$ cat src/rtl/pulse_width_sensor_frame_decoder_defines.svh
// ---------------------------------------------------------------------------
// Pulse width sensor frame decoder: assertion macros
// Shared concurrent assertion forms for the decoder RTL.
// ---------------------------------------------------------------------------
`ifndef PULSE_WIDTH_SENSOR_FRAME_DECODER_DEFINES_SVH
`define PULSE_WIDTH_SENSOR_FRAME_DECODER_DEFINES_SVH

// same-cycle implication, disabled during reset
`define PWSFD_ASSERT_NOW(label, clk, rst_n, ante, cons) \
  label: assert property (@(posedge clk) disable iff (!rst_n) (ante) |-> (cons)) \
    else $error("pwsfd assertion failed");

// next-cycle implication, disabled during reset
`define PWSFD_ASSERT_NEXT(label, clk, rst_n, ante, cons) \
  label: assert property (@(posedge clk) disable iff (!rst_n) (ante) |=> (cons)) \
    else $error("pwsfd assertion failed");

`endif

$ cat src/rtl/pwsfd_pkg.sv
// ---------------------------------------------------------------------------
// Pulse width sensor frame decoder package
// Frame geometry, register indexes, status codes and shared structs.
// ---------------------------------------------------------------------------
package pwsfd_pkg;

  localparam int DATA_BITS     = 32;
  localparam int PREAMBLE_BITS = 4;
  localparam int FRAME_BITS    = DATA_BITS + PREAMBLE_BITS;
  localparam int IDX_W         = $clog2(FRAME_BITS + 1);
  localparam int DATA_IDX_W    = (DATA_BITS > 1) ? $clog2(DATA_BITS) : 1;
  localparam int PRE_IDX_W     = (PREAMBLE_BITS > 1) ? $clog2(PREAMBLE_BITS) : 1;

  localparam int RUN_W    = 8;
  localparam int PRE_W    = 4;
  localparam int CFG_A_W  = 3;
  localparam int CFG_D_W  = 8;

  localparam logic [RUN_W-1:0] LONG_MIN_RST  = 8'd30;
  localparam logic [RUN_W-1:0] LONG_MAX_RST  = 8'd40;
  localparam logic [RUN_W-1:0] SHORT_MIN_RST = 8'd10;
  localparam logic [RUN_W-1:0] SHORT_MAX_RST = 8'd20;
  localparam logic [PRE_W-1:0] PREAMBLE_RST  = 4'hC;

  typedef enum logic [CFG_A_W-1:0] {
    CFG_LONG_MIN  = 3'd0,
    CFG_LONG_MAX  = 3'd1,
    CFG_SHORT_MIN = 3'd2,
    CFG_SHORT_MAX = 3'd3,
    CFG_PREAMBLE  = 3'd4
  } cfg_reg_t;

  typedef enum logic [1:0] {
    ST_OK       = 2'd0,
    ST_INVALID  = 2'd1,
    ST_PREAMBLE = 2'd2
  } status_t;

  typedef struct packed {
    logic [RUN_W-1:0] long_min;
    logic [RUN_W-1:0] long_max;
    logic [RUN_W-1:0] short_min;
    logic [RUN_W-1:0] short_max;
    logic [PRE_W-1:0] expected_preamble;
  } pwsfd_cfg_t;

  typedef struct packed {
    logic bit_ok;
    logic bit_val;
    logic half_start;
  } pwsfd_class_t;

endpackage

$ cat src/rtl/pulse_width_sensor_frame_decoder.sv
// Path: a run length is held in the input register; a frame result then goes
//   out through the result register.
// Throughput: one run length per cycle; only a stalled result register holds input.
// Reset: synchronous, active low; clears the frame state and loads the window
//   and preamble registers with their defaults.
// ---------------------------------------------------------------------------
// Pulse width sensor frame decoder
// Decodes pulse-width coded run lengths into a data word and preamble check.
// ---------------------------------------------------------------------------
`include "pulse_width_sensor_frame_decoder_defines.svh"

module pulse_width_sensor_frame_decoder
  import pwsfd_pkg::*;
(
  input  logic                 clk,
  input  logic                 rst_n,
  input  logic                 cfg_valid,
  output logic                 cfg_ready,
  input  logic [CFG_A_W-1:0]   cfg_addr,
  input  logic [CFG_D_W-1:0]   cfg_data,
  input  logic                 in_tvalid,
  output logic                 in_tready,
  input  logic [RUN_W-1:0]     in_tdata,   // [7:0] run_length
  input  logic [0:0]           in_tuser,   // [0] frame_start
  output logic                 out_tvalid,
  input  logic                 out_tready,
  output logic [DATA_BITS-1:0] out_tdata,  // [31:0] frame_data
  output logic [1:0]           out_tuser   // [1:0] status
);

  pwsfd_cfg_t cfg_r, cfg_nxt;

  logic                     s1_valid_r, s1_valid_nxt;
  logic                     s1_start_r;
  logic [RUN_W-1:0]         s1_run_r;

  logic                     frame_active_r, frame_active_nxt;
  logic                     half_r, half_nxt;
  logic [IDX_W-1:0]         bit_index_r, bit_index_nxt;
  logic [DATA_BITS-1:0]     data_r, data_nxt;
  logic [PREAMBLE_BITS-1:0] pre_r, pre_nxt;

  logic                     out_valid_r, out_valid_nxt;
  logic [DATA_BITS-1:0]     out_data_r, out_data_nxt;
  status_t                  out_status_r, out_status_nxt;

  logic                     in_fire;
  logic                     adv;
  logic                     s1_fire;
  logic                     emit;

  logic                     active_eff;
  logic                     half_eff;
  logic [IDX_W-1:0]         idx_eff;
  logic [DATA_BITS-1:0]     data_eff;
  logic [PREAMBLE_BITS-1:0] pre_eff;
  logic [IDX_W-1:0]         pre_off;
  logic [DATA_BITS-1:0]     data_upd;
  logic [PREAMBLE_BITS-1:0] pre_upd;
  pwsfd_class_t             cls;

  assign cfg_ready  = 1'b1;
  assign adv        = !out_valid_r || out_tready;
  assign s1_fire    = s1_valid_r && adv;
  assign in_tready  = !s1_valid_r || adv;
  assign in_fire    = in_tvalid && in_tready;
  assign out_tvalid = out_valid_r;
  assign out_tdata  = out_data_r;
  assign out_tuser  = out_status_r;

  always_comb begin
    cfg_nxt = cfg_r;
    if (cfg_valid && cfg_ready) begin
      case (cfg_reg_t'(cfg_addr))
        CFG_LONG_MIN:  cfg_nxt.long_min          = cfg_data;
        CFG_LONG_MAX:  cfg_nxt.long_max          = cfg_data;
        CFG_SHORT_MIN: cfg_nxt.short_min         = cfg_data;
        CFG_SHORT_MAX: cfg_nxt.short_max         = cfg_data;
        CFG_PREAMBLE:  cfg_nxt.expected_preamble = cfg_data[PRE_W-1:0];
        default: ;
      endcase
    end
  end

  assign active_eff = s1_start_r || frame_active_r;
  assign half_eff   = s1_start_r ? 1'b0 : half_r;
  assign idx_eff    = s1_start_r ? '0 : bit_index_r;
  assign data_eff   = s1_start_r ? '0 : data_r;
  assign pre_eff    = s1_start_r ? '0 : pre_r;
  assign pre_off    = idx_eff - IDX_W'(DATA_BITS);

  pwsfd_classify u_classify (
    .run_length   (s1_run_r),
    .cfg          (cfg_r),
    .half_pending (half_eff),
    .cls          (cls)
  );

  always_comb begin
    data_upd = data_eff;
    pre_upd  = pre_eff;
    if (idx_eff < IDX_W'(DATA_BITS)) begin
      data_upd = data_eff | (DATA_BITS'(cls.bit_val) << idx_eff[DATA_IDX_W-1:0]);
    end else begin
      pre_upd = pre_eff | (PREAMBLE_BITS'(cls.bit_val) << pre_off[PRE_IDX_W-1:0]);
    end
  end

  always_comb begin
    s1_valid_nxt     = in_fire ? 1'b1 : (s1_fire ? 1'b0 : s1_valid_r);
    frame_active_nxt = frame_active_r;
    half_nxt         = half_r;
    bit_index_nxt    = bit_index_r;
    data_nxt         = data_r;
    pre_nxt          = pre_r;
    emit             = 1'b0;
    out_data_nxt     = out_data_r;
    out_status_nxt   = out_status_r;

    if (s1_fire && active_eff) begin
      frame_active_nxt = 1'b1;
      half_nxt         = cls.half_start;
      bit_index_nxt    = idx_eff;
      data_nxt         = data_eff;
      pre_nxt          = pre_eff;
      if (cls.bit_ok) begin
        bit_index_nxt = idx_eff + IDX_W'(1);
        data_nxt      = data_upd;
        pre_nxt       = pre_upd;
        if (idx_eff == IDX_W'(FRAME_BITS - 1)) begin
          emit           = 1'b1;
          out_data_nxt   = data_upd;
          out_status_nxt = (PRE_W'(pre_upd) == cfg_r.expected_preamble) ? ST_OK : ST_PREAMBLE;
        end
      end else if (!cls.half_start) begin
        emit           = 1'b1;
        out_data_nxt   = '0;
        out_status_nxt = ST_INVALID;
      end
      if (emit) begin
        frame_active_nxt = 1'b0;
        half_nxt         = 1'b0;
        bit_index_nxt    = '0;
        data_nxt         = '0;
        pre_nxt          = '0;
      end
    end

    if (emit) begin
      out_valid_nxt = 1'b1;
    end else if (out_tready) begin
      out_valid_nxt = 1'b0;
    end else begin
      out_valid_nxt = out_valid_r;
    end
  end

  always_ff @(posedge clk) begin
    if (!rst_n) begin
      cfg_r.long_min          <= LONG_MIN_RST;
      cfg_r.long_max          <= LONG_MAX_RST;
      cfg_r.short_min         <= SHORT_MIN_RST;
      cfg_r.short_max         <= SHORT_MAX_RST;
      cfg_r.expected_preamble <= PREAMBLE_RST;
      s1_valid_r              <= 1'b0;
      frame_active_r          <= 1'b0;
      half_r                  <= 1'b0;
      bit_index_r             <= '0;
      data_r                  <= '0;
      pre_r                   <= '0;
      out_valid_r             <= 1'b0;
    end else begin
      cfg_r          <= cfg_nxt;
      s1_valid_r     <= s1_valid_nxt;
      frame_active_r <= frame_active_nxt;
      half_r         <= half_nxt;
      bit_index_r    <= bit_index_nxt;
      data_r         <= data_nxt;
      pre_r          <= pre_nxt;
      out_valid_r    <= out_valid_nxt;
    end
  end

  always_ff @(posedge clk) begin
    if (in_fire) begin
      s1_start_r <= in_tuser[0];
      s1_run_r   <= in_tdata;
    end
    out_data_r   <= out_data_nxt;
    out_status_r <= out_status_nxt;
  end

  `PWSFD_ASSERT_NOW(a_invalid_zero_data, clk, rst_n,
    out_tvalid && (out_tuser == ST_INVALID), out_tdata == '0)
  `PWSFD_ASSERT_NOW(a_idle_cleared, clk, rst_n,
    !frame_active_r, (bit_index_r == '0) && !half_r && (data_r == '0))
  `PWSFD_ASSERT_NOW(a_index_bound, clk, rst_n,
    frame_active_r, bit_index_r < IDX_W'(FRAME_BITS))
  `PWSFD_ASSERT_NEXT(a_result_ends_frame, clk, rst_n,
    emit, !frame_active_r && out_tvalid)
  `PWSFD_ASSERT_NOW(a_stall_holds_input, clk, rst_n,
    s1_valid_r && out_valid_r && !out_tready, !in_tready)

endmodule

$ cat src/rtl/pwsfd_classify.sv
// ---------------------------------------------------------------------------
// Pulse width sensor frame decoder: run classifier
// Tests one run length against the long and short windows.
// ---------------------------------------------------------------------------
module pwsfd_classify
  import pwsfd_pkg::*;
(
  input  logic [RUN_W-1:0] run_length,
  input  pwsfd_cfg_t       cfg,
  input  logic             half_pending,
  output pwsfd_class_t     cls
);

  logic in_long;
  logic in_short;

  assign in_long  = (run_length >= cfg.long_min) && (run_length <= cfg.long_max);
  assign in_short = (run_length >= cfg.short_min) && (run_length <= cfg.short_max);

  always_comb begin
    cls = '0;
    if (half_pending) begin
      cls.bit_ok  = in_short;
      cls.bit_val = 1'b1;
    end else if (in_long) begin
      cls.bit_ok  = 1'b1;
      cls.bit_val = 1'b0;
    end else if (in_short) begin
      cls.half_start = 1'b1;
    end
  end

endmodule

$ cat config.mk
export PLATFORM = sky130hd
export DESIGN_NAME = pulse_width_sensor_frame_decoder
export DESIGN_NICKNAME = d
export VERILOG_FILES = /design/src/rtl/pwsfd_pkg.sv /design/src/rtl/pulse_width_sensor_frame_decoder.sv /design/src/rtl/pwsfd_classify.sv
export VERILOG_INCLUDE_DIRS = /design/src /design/src/rtl
export SDC_FILE = /design/constraint.sdc
export NUM_CORES = 1
export LEC_CHECK = 0
export BUFFER_PORTS_ARGS = -buffer_cell sky130_fd_sc_hd__buf_4
export CORE_MARGIN = 2
export CORE_UTILIZATION = 30
export CTS_BUF_LIST = sky130_fd_sc_hd__clkbuf_16
export DETAILED_ROUTE_END_ITERATION = 10
export PLACE_DENSITY = 0.54
export SETUP_SLACK_MARGIN = 0.3
export SLEW_MARGIN = 20
export SYNTH_ARGS = -nofsm -noshare
export SYNTH_HDL_FRONTEND = slang
export SYNTH_SLANG_ARGS = --single-unit
$ cat constraint.sdc
create_clock -name clk -period 6.13 [get_ports clk]
set_input_delay 0.3065 -clock clk [delete_from_list [all_inputs] [get_ports clk]]
set_output_delay 0.3065 -clock clk [all_outputs]
set_load 0.01 [all_outputs]
After elaboration in Yosys (flattened, before gate mapping) --
Cells that the tools add are included.
Storage, ports and cells: ROM bits 0, register bits 125, memories kept 0, bits in latches 0, RAM bits 0, logic and storage cells 89, input bits 25
Operators by class: shift-type cells 2, div/mod/pow operators 0, $add $sub $neg 2, multipliers 0, multiplexer cells 35, magnitude comparators 5, bitwise operators 2, equal/unequal tests 8, reductions and logical operators 19
Operators by type and width (count):
- $mux 32 | 7
- $or 32x32->32 | 1
- $shl 1x5->32 | 1
- $mux 6 | 3
- $ge 8x8->1 | 2
- $le 8x8->1 | 2
- $mux 4 | 4
- $mux 1 | 15
- $mux 2 | 6
- $reduce_and 2->1 | 5
- $add 6x1->6 const B | 1
- $eq 3x2->1 const B | 2
- $eq 6x6->1 const B | 1
- $lt 6x6->1 const B | 1
- $logic_and 1x1->1 | 5
- $eq 4x4->1 | 1
- $ne 2x1->1 const B | 2
- $or 4x4->4 | 1
- $reduce_bool 2->1 | 2
- $shl 1x2->4 | 1
- $eq 3x1->1 const B | 1
- $eq 3x3->1 const B | 1
- $logic_not 3->1 | 1
- $logic_or 1x1->1 | 3
- other kinds (3) | 4

Depth between registers and ports, before layout --
Gate-level depths: netlist of run 1.
depth after elaboration 11, mapped depth 12

Hierarchy --
A second synthesis of run 1 with hierarchy kept.
Second synthesis, totals: cells, all modules 655, area, all modules 5903.2 um^2
By module, submodules not included:
- pulse_width_sensor_frame_decoder | cells each 546, area an instance 5088.6 um^2, times used 1, seq. area each 2932.8 um^2
- pwsfd_classify | cells each 109, area an instance 814.5 um^2, times used 1, seq. area each 0.0 um^2

Least setup slack after synthesis of run 1 --
No wires, ideal clock.
kind reg2reg, from reg s1_run_r[1], to reg out_data_r[0], in the netlist out_tdata[0] (enable), period minus slack after synthesis 3.846 ns, arrival 3.418 ns, library setup time 0.428 ns, slack 2.284 ns, stages on the path, launching flop included 9, required time 5.702 ns, cell sequence edfxtp_1 > ha_1 > or4_1 > a21oi_1 > o31ai_1 > o311ai_2 > a2bb2oi_1 > nand2_1 > nor2_1
Between the ends: cells in the longest elaborated chain, start to end 7, elaborated cells on any way between the ends 14, classes of those cells order compare: 4; eq/ne: 2; mux: 5; reduce/logical: 3
Ends and longest elaborated chain:
- from (decl) | line pulse_width_sensor_frame_decoder.sv:35 | logic [RUN_W-1:0] s1_run_r;
- from (signal assigned) | line pulse_width_sensor_frame_decoder.sv:187 | s1_run_r <= in_tdata;
- $ge 8x8->1 or $le 8x8->1 (tied branches) | line pwsfd_classify.sv:18 | assign in_short = (run_length >= cfg.short_min) && (run_length <= cfg.short_max);
- $logic_and 1x1->1 | line pwsfd_classify.sv:18
- $mux 1 | line pwsfd_classify.sv:28 | end else if (in_short) begin
- $mux 1 | line pwsfd_classify.sv:25 | end else if (in_long) begin
- $mux 1 | line pwsfd_classify.sv:22 | if (half_pending) begin
- $ne 2x1->1 (no source line)
- $reduce_and 3->1 (no source line) *
- to (signal assigned) | line pulse_width_sensor_frame_decoder.sv:189 | out_data_r <= out_data_nxt;
- to (decl) | line pulse_width_sensor_frame_decoder.sv:44 | logic [DATA_BITS-1:0] out_data_r, out_data_nxt;
Mark *: on every way between the ends. The rest lies on a longest branch, timed or not. A chain may end at the register's enable or synchronous reset.

Worst setup path in the final report of run 1 --
from reg s1_start_r, to reg out_data_r[31], in the netlist out_tdata[31] (enable)
Between the ends: cells in the longest elaborated chain, start to end 4, elaborated cells on any way between the ends 10, classes of those cells eq/ne: 3; mux: 4; reduce/logical: 3
Ends and longest elaborated chain:
- from (decl) | line pulse_width_sensor_frame_decoder.sv:34 | logic s1_start_r;
- from (signal assigned) | line pulse_width_sensor_frame_decoder.sv:186 | s1_start_r <= in_tuser[0];
- $mux 6 or $mux 1 (tied branches) | line pulse_width_sensor_frame_decoder.sv:87, pulse_width_sensor_frame_decoder.sv:86
- $eq 6x6->1, or another cell as far along | line pulse_width_sensor_frame_decoder.sv:130 | if (idx_eff == IDX_W'(FRAME_BITS - 1)) begin
- $ne 2x1->1 (no source line)
- $reduce_and 3->1 (no source line) *
Marked as above.

==> results of run 1 <==
-- final timing paths --
| path | start | to | slack [ns] |
|---|---|---|---|
| max | s1_start_r | out_tdata[31] | 2.47 |
| min | in_tdata[7] | s1_run_r[7] | 0.06 |
| max reg2reg | s1_start_r | out_tdata[31] | 2.47 |
| min reg2reg | data_r[9] | data_r[9] | 0.45 |
-- layout make-up --
class	instances	area (sq um)
Fill cell	1992	12300
Clock inverter	14	170
Sequential cell	125	2930
Inverter	32	120
Tap cell	265	332
Clock buffer	17	425
Multi-Input combinational cell	456	2760
Timing Repair Buffer	61	458
-- state kept, by name, summed over array words and instances (netlist names) --
name,count
data_r,32
half_r,1
out_tvalid,1
pre_r,4
cfg_r,36
out_tdata,32
s1_run_r,8
s1_valid_r,1
s1_start_r,1
bit_index_r,6
out_tuser,2
frame_active_r,1
-- through the flow --
stage               hold WS [ns]  utilization  area (sq um)
floorplan                  0.405            -          5970
global placement           0.435        0.339          6600
detailed placement         0.442        0.339          6600
CTS                       0.0500        0.370          7200
global route              0.0487        0.370          7200
finish                    0.0631        0.370          7200
-- report_power, final --
group          switching, mW  internal (mW)
clock                  0.380          0.637
sequential            0.0125          0.877
combinational         0.0863         0.0554
total                  0.479           1.57
-- kinds of logic (layout without fill, tap and decap cells) --
| family | after synthesis | in the layout |
|---|---|---|
| other | 1 | 1 |
| xor gates and xnor gates | 4 | 4 |
| muxes | 6 | 6 |
| buffers and inverters | 72 | 124 |
| AOI/OAI and AO/OA | 158 | 158 |
| adders and majority gates | 33 | 33 |
| and+or+nand+nor | 254 | 254 |
| DFF | 125 | 125 |
-- layer usage --
metal / global-route usage / vias to the layer above
li1: - / 2375
met1: 0.188 / 2122
met2: 0.230 / 90
met3: 0.0289 / 13
met4: 0.0495 / 0
met5: 0 / -
-- synth_stat cells, types with 3 or more instances --
| master | n |
|---|---|
| a31oi_1 | 5 |
| clkbuf_1 | 27 |
| o21ai_1 | 6 |
| nand2b_1 | 6 |
| buf_2 | 7 |
| and3b_1 | 3 |
| a32o_1 | 8 |
| inv_1 | 31 |
| edfxtp_1 | 43 |
| nand3_1 | 9 |
| dfxtp_1 | 82 |
| a21oi_1 | 46 |
| and2_1 | 5 |
| o21a_1 | 8 |
| and3_1 | 5 |
| o21ai_0 | 28 |
| nand4_1 | 8 |
| nor2b_1 | 13 |
| a21boi_0 | 22 |
| nor4_1 | 3 |
| o211ai_1 | 12 |
| nor3b_1 | 3 |
| o31ai_1 | 4 |
| ha_1 | 33 |
| nor2_1 | 39 |
| mux2i_1 | 6 |
| nand3b_1 | 5 |
| buf_1 | 4 |
| a21o_1 | 3 |
| nor3_1 | 5 |
| nand2_1 | 134 |
-- critical path: stages, from the launching register on --
cell and delay (ns):
edfxtp_1 0.66, nor2b_1 0.45, ha_1 0.29, nor4b_1 0.24
nand3b_1 0.20, nand2_1 0.11, a2bb2oi_1 0.32, nand2_1 0.20
nor2_4 0.77
==> flow_metrics.py, run 1 <==
metrics = {
    "clocking": {
        "clk_latency_ns": 0.42,
        "postCtsHoldBufs": 0,
        "clk_pin_slew_ns": 0.06,
        "cts-buffers-inserted": 17,
        "root_buffer": "clkbuf_16",
        "cts.sinks": 125,
        "cts_resized": 0,
        "htree_levels": 4,
        "cts_setup_buffers": 0,
        "ctsLongestPathBuffers": 2,
        "cts_tree": "yes",
    },
    "place": {
        "gp_congestion": 0.821,
        "dp_hpwl_mm": 10.2,
        "dp_cells": 939,
        "place_ws_ns": 2.40,
        "io_buffers": 60,
    },
    "layout": {
        "n_antenna_cell": 0,
        "nNetsFinal": 751,
        "layout.cells.non_filler": 970,
        "syn_to_final_growth_pct": 20.6,
        "layout_commonest_cell": "nand2_1",
        "final_cell_mix": "nand2_1, dfxtp_1, buf_4, a21oi_1, edfxtp_1",
        "drive_gt1_frac": 0.148,
    },
    "sta": {
        "setup_viol_count_final": 0,
        "drv_slew": 0,
        "fin_skew_ns": 0.00696,
        "setup_ws_ns": 2.47,
        "hold_viol_final": 0,
        "fin_crit_ns": 3.66,
        "max_freq_mhz": 273,
        "relSlewSlack": 0.342,
        "rsz0062_at_grt": "false",
        "tns_ns": 0,
        "tightest_slew_ns": 0.985,
        "layout_worst_path_cycle_share": 0.597,
    },
    "global_routing": {
        "grt_usage": 0.142,
        "grt_max_degree": 46,
        "grt_antenna_before_repair": 0,
        "grt-ovfl-total": 0,
        "first_global_vias": 4526,
        "grt_first_pass_wirelength_mm": 23.9,
    },
    "synthesis": {
        "ys_ff_latch": 125,
        "synth_edf_count": 43,
        "synth_top_family_by_area": "simple AND/OR/NAND/NOR gates",
        "ys_warn_count": 0,
        "yosys.area_share.simple": 0.201,
        "synth-xor-area-share": 0.00587,
        "synth_top_area_frac": 0.275,
        "synth_fa_ha_area_frac": 0.0692,
        "syn_nets": 711,
        "synthTopCellsByArea": "dfxtp_1, edfxtp_1, nand2_1, ha_1, a21oi_1",
        "synth.avg_cell_area_sq_um": 9.14,
        "yosysUniqueCellTypes": 60,
        "synthCells": 653,
        "ys_async_sr_fraction": 0,
        "synth_area_leader_cell": "dfxtp_1",
        "synth_compound_area_frac": 0.173,
        "synth_seq_area_share": 0.492,
        "synth_mux_area_frac": 0.0101,
        "netlist_area_sq_um": 5970,
        "synthFlopType": "dfxtp_1",
    },
    "min_path": {
        "hold_class": "primary input to register",
        "min_path_cells": 1,
    },
    "power_and_ir_drop": {
        "ir_drop_mv": 0.201,
        "p_leak_nw": 2.53,
        "power_density_nw_per_um2": 285,
        "fin_total_pwr_mw": 2.05,
    },
    "drt": {
        "met3_length_microns": 522,
        "avgViaCountPerCell": 4.74,
        "vias": 4600,
        "drt-met1-wl_mm": 6.90,
        "drt_iter0_markers": 242,
        "dr.pass1.iters": 5,
        "top_layer_used": "met4",
        "wl_mm": 14.4,
        "wire_per_inst_microns": 14.9,
        "route.detailed.drc": 0,
        "ant_nets": 0,
        "dr_wl_met2_mm": 6.84,
    },
    "floorplan": {
        "die_x_microns": 145,
        "rows": 51,
        "initial_utilization": 0.307,
        "die-area_sq_um": 21000,
        "die_h_microns": 145,
        "core_area_sq_um": 19500,
        "ios": 62,
    },
    "outcome": {
        "outcome": "finished clean",
    },
    "setup_path": {
        "startpoint_type": "register",
        "endpoint_kind": "register",
        "critPathMaxFanout": 36,
        "cp_data_required_time_ns": 6.17,
        "rr_worst_depth": 8,
        "critical_path_class": "register to register",
        "worst_ep_arrival_time_ns": 3.70,
    },
    "flow_run": {
        "maxCapViolations": 0,
    },
}
Power figures use the tool's default switching activity.
==> run 2: changes to the inputs <==
ABC_AREA = 1   (was unset)
clock period = 3.5 ns   (was 6.13 ns; I/O delays follow)
==> run 2 against run 1 <==
- critical endpoint is now data_r[24]
- largest cell class is now multi-input combinational cells
- non-clock buffer count grew 19
- wire length grew 14%
- flip-flop and latch count is the same
- count of clock-buffer cells in the layout is the same
- total power grew 85%
- critical path depth grew 5
==> flow_metrics.py, run 2 <==
metrics = {
    "outcome": {
        "outcome": "finished clean",
    },
    "synthesis": {
        "yosysUniqueCellTypes": 37,
        "ys_warn_count": 0,
        "synth_common_cells": "nand2_1, nor2_1, inv_1",
        "synth_top_area_frac": 0.244,
        "synthCells": 903,
        "syn_nets": 961,
        "synth_seq_area_share": 0.436,
        "synth_edf_count": 43,
        "yosysMostFrequentCell": "nand2_1",
        "netlist_area_sq_um": 6730,
        "ys_ff_latch": 125,
        "synth_area_leader_cell": "dfxtp_1",
        "synthFlopType": "dfxtp_1",
        "synthTopCellsByArea": "dfxtp_1, edfxtp_1, nand2_1, nor2_1, ha_1",
        "ys_async_sr_fraction": 0,
        "synth.avg_cell_area_sq_um": 7.45,
    },
    "drt": {
        "dr.pass1.iters": 5,
        "avgViaCountPerCell": 4.57,
        "route.detailed.drc": 0,
        "top_layer_used": "met4",
        "wire_per_inst_microns": 13.2,
        "wl_mm": 16.5,
        "dr_wl_met2_mm": 7.52,
        "vias": 5712,
        "drt-met1-wl_mm": 8.08,
        "drt_iter0_markers": 308,
        "met3_length_microns": 562,
        "ant_nets": 0,
    },
    "setup_path": {
        "cp_data_required_time_ns": 3.77,
        "worst_ep_arrival_time_ns": 3.03,
        "startpoint_type": "register",
        "critical_path_class": "register to register",
        "critPathMaxFanout": 31,
        "endpoint_kind": "register",
    },
    "floorplan": {
        "ios": 62,
        "die-area_sq_um": 23700,
        "core_area_sq_um": 21900,
        "die_h_microns": 154,
        "rows": 54,
        "initial_utilization": 0.307,
        "die_x_microns": 154,
    },
    "place": {
        "dp_hpwl_mm": 11.0,
        "gp_congestion": 0.805,
        "io_buffers": 60,
    },
    "sta": {
        "rsz0062_at_grt": "false",
        "fin_skew_ns": 0.00852,
        "fin_crit_ns": 2.75,
        "drv_slew": 0,
        "tns_ns": 0,
        "max_freq_mhz": 363,
        "relSlewSlack": 0.392,
        "layout_worst_path_cycle_share": 0.787,
        "setup_viol_count_final": 0,
        "hold_viol_final": 0,
        "tightest_slew_ns": 0.912,
    },
    "clocking": {
        "cts_setup_buffers": 0,
        "clk_latency_ns": 0.42,
        "clk_pin_slew_ns": 0.06,
        "htree_levels": 4,
        "cts.sinks": 125,
        "cts_resized": 0,
        "postCtsHoldBufs": 11,
        "cts-buffers-inserted": 17,
        "ctsLongestPathBuffers": 2,
        "cts_tree": "yes",
        "root_buffer": "clkbuf_16",
    },
    "global_routing": {
        "grt_antenna_before_repair": 0,
        "grt_usage": 0.146,
        "grt-ovfl-total": 0,
        "grt_max_degree": 47,
        "grt_first_pass_wirelength_mm": 27.9,
        "first_global_vias": 5525,
    },
    "layout": {
        "largest_register": "cfg_r",
        "layout_commonest_cell": "nand2_1",
        "syn_to_final_growth_pct": 20.0,
        "drive_gt1_frac": 0.138,
        "nNetsFinal": 1016,
        "n_antenna_cell": 0,
        "finish.utilization": 0.369,
        "largest_reg_flops": 36,
        "final_cell_mix": "nand2_1, nor2_1, inv_1, dfxtp_1, buf_4",
    },
    "flow_run": {
        "maxCapViolations": 0,
    },
    "power_and_ir_drop": {
        "ir_drop_mv": 0.295,
        "p_leak_nw": 3.77,
        "fin_total_pwr_mw": 3.79,
        "power_density_nw_per_um2": 470,
    },
    "min_path": {
        "hold_class": "primary input to register",
    },
}
-- run 2: cell count changes in the layout (fill, tap and decap cells not counted), moves of 7 or more --
cell,change
nor2_1,+121
nor2b_1,-13
o21ai_1,+13
inv_2,+14
o31ai_1,+10
nand2_1,+67
nand3_1,+42
inv_1,+69
dlygate4sd3_1,+11
a32o_1,-8
buf_4,+7
a21boi_0,-22
a31oi_1,+8
-- run 2: final timing paths --
kind | endpoint | start | cells after the start | slack (ns)
max | data_r[24] | s1_run_r[7] | 13 | 0.75
min | s1_valid_r | in_tvalid | 3 | 0.04
max reg2reg | data_r[24] | s1_run_r[7] | 13 | 0.75
min reg2reg | cfg_r[14] | cfg_r[14] | 2 | 0.46
-- run 2: logic make-up after synthesis --
| group | synth area share |
|---|---|
| AO/OA/AOI/OAI | 0.116 |
| XOR/XNOR | 0.0104 |
| adder cells (fa/ha/maj) | 0.0613 |
| buffers and inverters | 0.100 |
| flip-flops | 0.436 |
| other | 0.000557 |
| AND/OR/NAND/NOR | 0.276 |
-- run 2: power by group --
group          leakage (nW)  internal, mW  total (mW)  switching (mW)
clock                 0.284          1.12        1.79           0.675
combinational          2.41         0.154       0.431           0.278
sequential             1.08          1.55        1.57          0.0257
total                  3.77          2.82        3.79           0.978
-- run 2: area by class of cell --
class	count	area, sq um
timing repair buffer	80	641
clock buffer	17	425
sequential	125	2930
clock inverter	15	173
tap	280	350
inverter	115	432
multi-input combinational	619	3120
fill	2312	13800
-- run 2: through the flow --
step                      hold WS, ns  cells  setup WS [ns]  area (sq um)
final                          0.0358   1251          0.747          8080
after global routing           0.0274   1251          0.523          8080
after CTS                      0.0183   1251          0.742          8080
after detailed placement        0.354   1208          0.774          7370
after global placement          0.353   1208          0.807          7370
after floorplan                 0.274    903           1.02          6730
-- run 2: critical path, stage by stage (launching register included) --
cell      delay (ns)
edfxtp_1        0.48
ha_1            0.35
nand2_1         0.07
nor2_1          0.16
nand4_1         0.11
nand2_1         0.12
nand2_2         0.09
nand2_4         0.27
nand2_4         0.28
buf_4           0.28
o21ai_1         0.17
nor2_1          0.07
nor2_1          0.10
nor2_1          0.04
-- run 2: routing by layer --
metal / GRT usage / vias up
met4: 0.0516 / 0
met5: 0 / -
met1: 0.195 / 2568
met2: 0.236 / 104
met3: 0.0276 / 22
li1: - / 3018
==> run 3: changes to the inputs <==
clock period = 2.6 ns   (was 3.5 ns; I/O delays follow)
==> run 3 against run 2 <==
- hold slack better by 0.0044 ns
- die area unchanged
- sequential share of layout area down 1.6 points
- critical path depth down 3
- core utilization up 1.7 points
- first-iteration DRC count down 5.2%
- critical endpoint is now out_tdata[22]
==> flow_metrics.py, run 3 (synthesized netlist as in run 2, its figures left out) <==
metrics = {
    "global_routing": {
        "grt_max_degree": 47,
        "grt_antenna_before_repair": 0,
        "grt_usage": 0.148,
        "grt_first_pass_wirelength_mm": 28.2,
        "grt-ovfl-total": 0,
        "first_global_vias": 5592,
    },
    "clocking": {
        "clk_pin_slew_ns": 0.07,
        "htree_levels": 4,
        "cts_tree": "yes",
        "cts.sinks": 125,
        "clk_latency_ns": 0.43,
        "root_buffer": "clkbuf_16",
        "cts-buffers-inserted": 17,
        "ctsLongestPathBuffers": 2,
    },
    "floorplan": {
        "die_x_microns": 154,
        "die-area_sq_um": 23700,
        "rows": 54,
        "core_area_sq_um": 21900,
        "initial_utilization": 0.307,
        "die_h_microns": 154,
        "ios": 62,
    },
    "setup_path": {
        "worst_ep_arrival_time_ns": 2.49,
        "worst-path-buf-inv": 2,
        "max_stage_delay_ns": 0.50,
        "endpoint_kind": "register",
        "crit_family": "flip-flops",
        "critPathMaxFanout": 17,
        "rr_worst_depth": 10,
        "crit_chain": "ha_1 > a21oi_1 > o21a_1 > nand3_1 > nand2_2 > nand2_4 > nand3_2 > nand3_2 > clkinvlp_4 > clkbuf_16",
        "crit_top_cell": "nand3_2",
        "cp_data_required_time_ns": 2.73,
        "cpMaxStageDelayCell": "edfxtp_1",
        "startpoint_type": "register",
        "critical_path_class": "register to register",
        "path_depth": 10,
    },
    "layout": {
        "largest_reg_flops": 36,
        "layout_commonest_cell": "nand2_1",
        "register_area_sq_um": 2930,
        "multiInputGateArea_sq_um": 3190,
        "drive_gt1_frac": 0.163,
        "stdcell_area_sq_um": 8440,
        "nFillCells": 2273,
        "final_cell_mix": "nand2_1, nor2_1, inv_1, dfxtp_1, buf_4",
        "syn_to_final_growth_pct": 25.4,
        "n_antenna_cell": 0,
        "nNetsFinal": 1040,
        "largest_register": "cfg_r",
    },
    "sta": {
        "tns_ns": 0,
        "hold_viol_final": 0,
        "fin_skew_ns": 0.0126,
        "relSlewSlack": 0.354,
        "tightest_slew_ns": 0.967,
        "rsz0062_at_grt": "true",
        "layout_worst_path_cycle_share": 0.908,
        "max_freq_mhz": 423,
        "setup_ws_ns": 0.238,
        "setup_viol_count_final": 0,
        "fin_crit_ns": 2.36,
        "drv_slew": 0,
    },
    "place": {
        "io_buffers": 60,
        "dp_hpwl_mm": 11.3,
        "placedInstanceArea_sq_um": 7500,
        "gp_congestion": 0.787,
        "place_ws_ns": 0.214,
    },
    "drt": {
        "ant_nets": 0,
        "wl_mm": 17.2,
        "drt_iter0_markers": 292,
        "route.detailed.drc": 0,
        "vias": 5854,
        "avgViaCountPerCell": 4.59,
        "dr.pass1.iters": 5,
        "wire_per_inst_microns": 13.5,
    },
    "power_and_ir_drop": {
        "ir_drop_mv": 0.396,
        "p_leak_nw": 3.93,
        "power_density_nw_per_um2": 609,
    },
    "outcome": {
        "outcome": "finished clean",
    },
    "min_path": {
        "hold_class": "primary input to register",
        "min_path_cells": 4,
    },
    "flow_run": {
        "maxCapViolations": 0,
    },
}
[run 3: cell types whose count changed in the layout (fill, tap and decap cells not counted), moves of 3 or more]
cell / change
o21ai_1: -4
o21ai_2: +4
buf_4: +10
inv_6: +5
inv_8: +3
buf_12: +3
dlygate4sd3_1: +7
[run 3: what timing repair did]
| action | CTS | global route |
|---|---|---|
| hold buffers | 18 | 0 |
| pin swaps | 0 | 0 |
| resized for setup | 4 | 7 |
| setup endpoints to repair | 72 | 109 |
| endpoints found under the hold margin | 26 | 0 |
| setup buffers | 2 | 1 |
| cloned | 1 | 2 |
[run 3: power by group]
part | switching [mW] | total (mW) | internal, mW | leakage (nW)
Combinational | 0.407 | 0.686 | 0.279 | 2.58
Clock | 0.993 | 2.34 | 1.35 | 0.275
Sequential | 0.0288 | 2.11 | 2.08 | 1.08
[run 3: final timing paths]
check / end / slack, ns / start
setup / recovery: out_tdata[22] / 0.24 / s1_run_r[5]
hold / removal: out_tvalid / 0.04 / out_tready
setup reg to reg: out_tdata[22] / 0.24 / s1_run_r[5]
hold reg to reg: cfg_r[7] / 0.46 / cfg_r[7]
[run 3: final cells by class]
class | instances | share of cell area
inverters | 115 | 0.0516
clock inverters | 15 | 0.0179
repair buffers | 104 | 0.113
clock buffers | 17 | 0.0504
well taps | 280 | 0.0415
multi-input cells | 619 | 0.378
flip-flops and latches | 125 | 0.348
[run 3: routing by layer]
| metal | global-route usage | up-vias | wire (microns) |
|---|---|---|---|
| li1 | - | 3074 | - |
| met1 | 0.193 | 2669 | 8340 |
| met2 | 0.244 | 92 | 7980 |
| met3 | 0.0296 | 19 | 580 |
| met4 | 0.0529 | 0 | 291 |
| met5 | 0 | - | 0 |
[run 3: worst min-delay path: cells and delay by family]
family / cells / cell delay, ns
compound gates: 1 / 0.07
simple gates: 1 / 0.09
buf+inv: 2 / 0.11
[run 3: per-stage QoR]
step | hold WS, ns | total power [mW] | utilization | std cells
6_report | 0.0401 | 5.14 | 0.385 | 1275
5_1_grt | 0.0698 | 5.37 | 0.385 | 1275
4_1_cts | 0.0216 | 5.19 | 0.380 | 1272
3_5_place_dp | 0.309 | 2.76 | 0.342 | 1219
3_3_place_gp | 0.308 | 2.76 | 0.342 | 1219
2_1_floorplan | 0.229 | 2.57 | - | 903
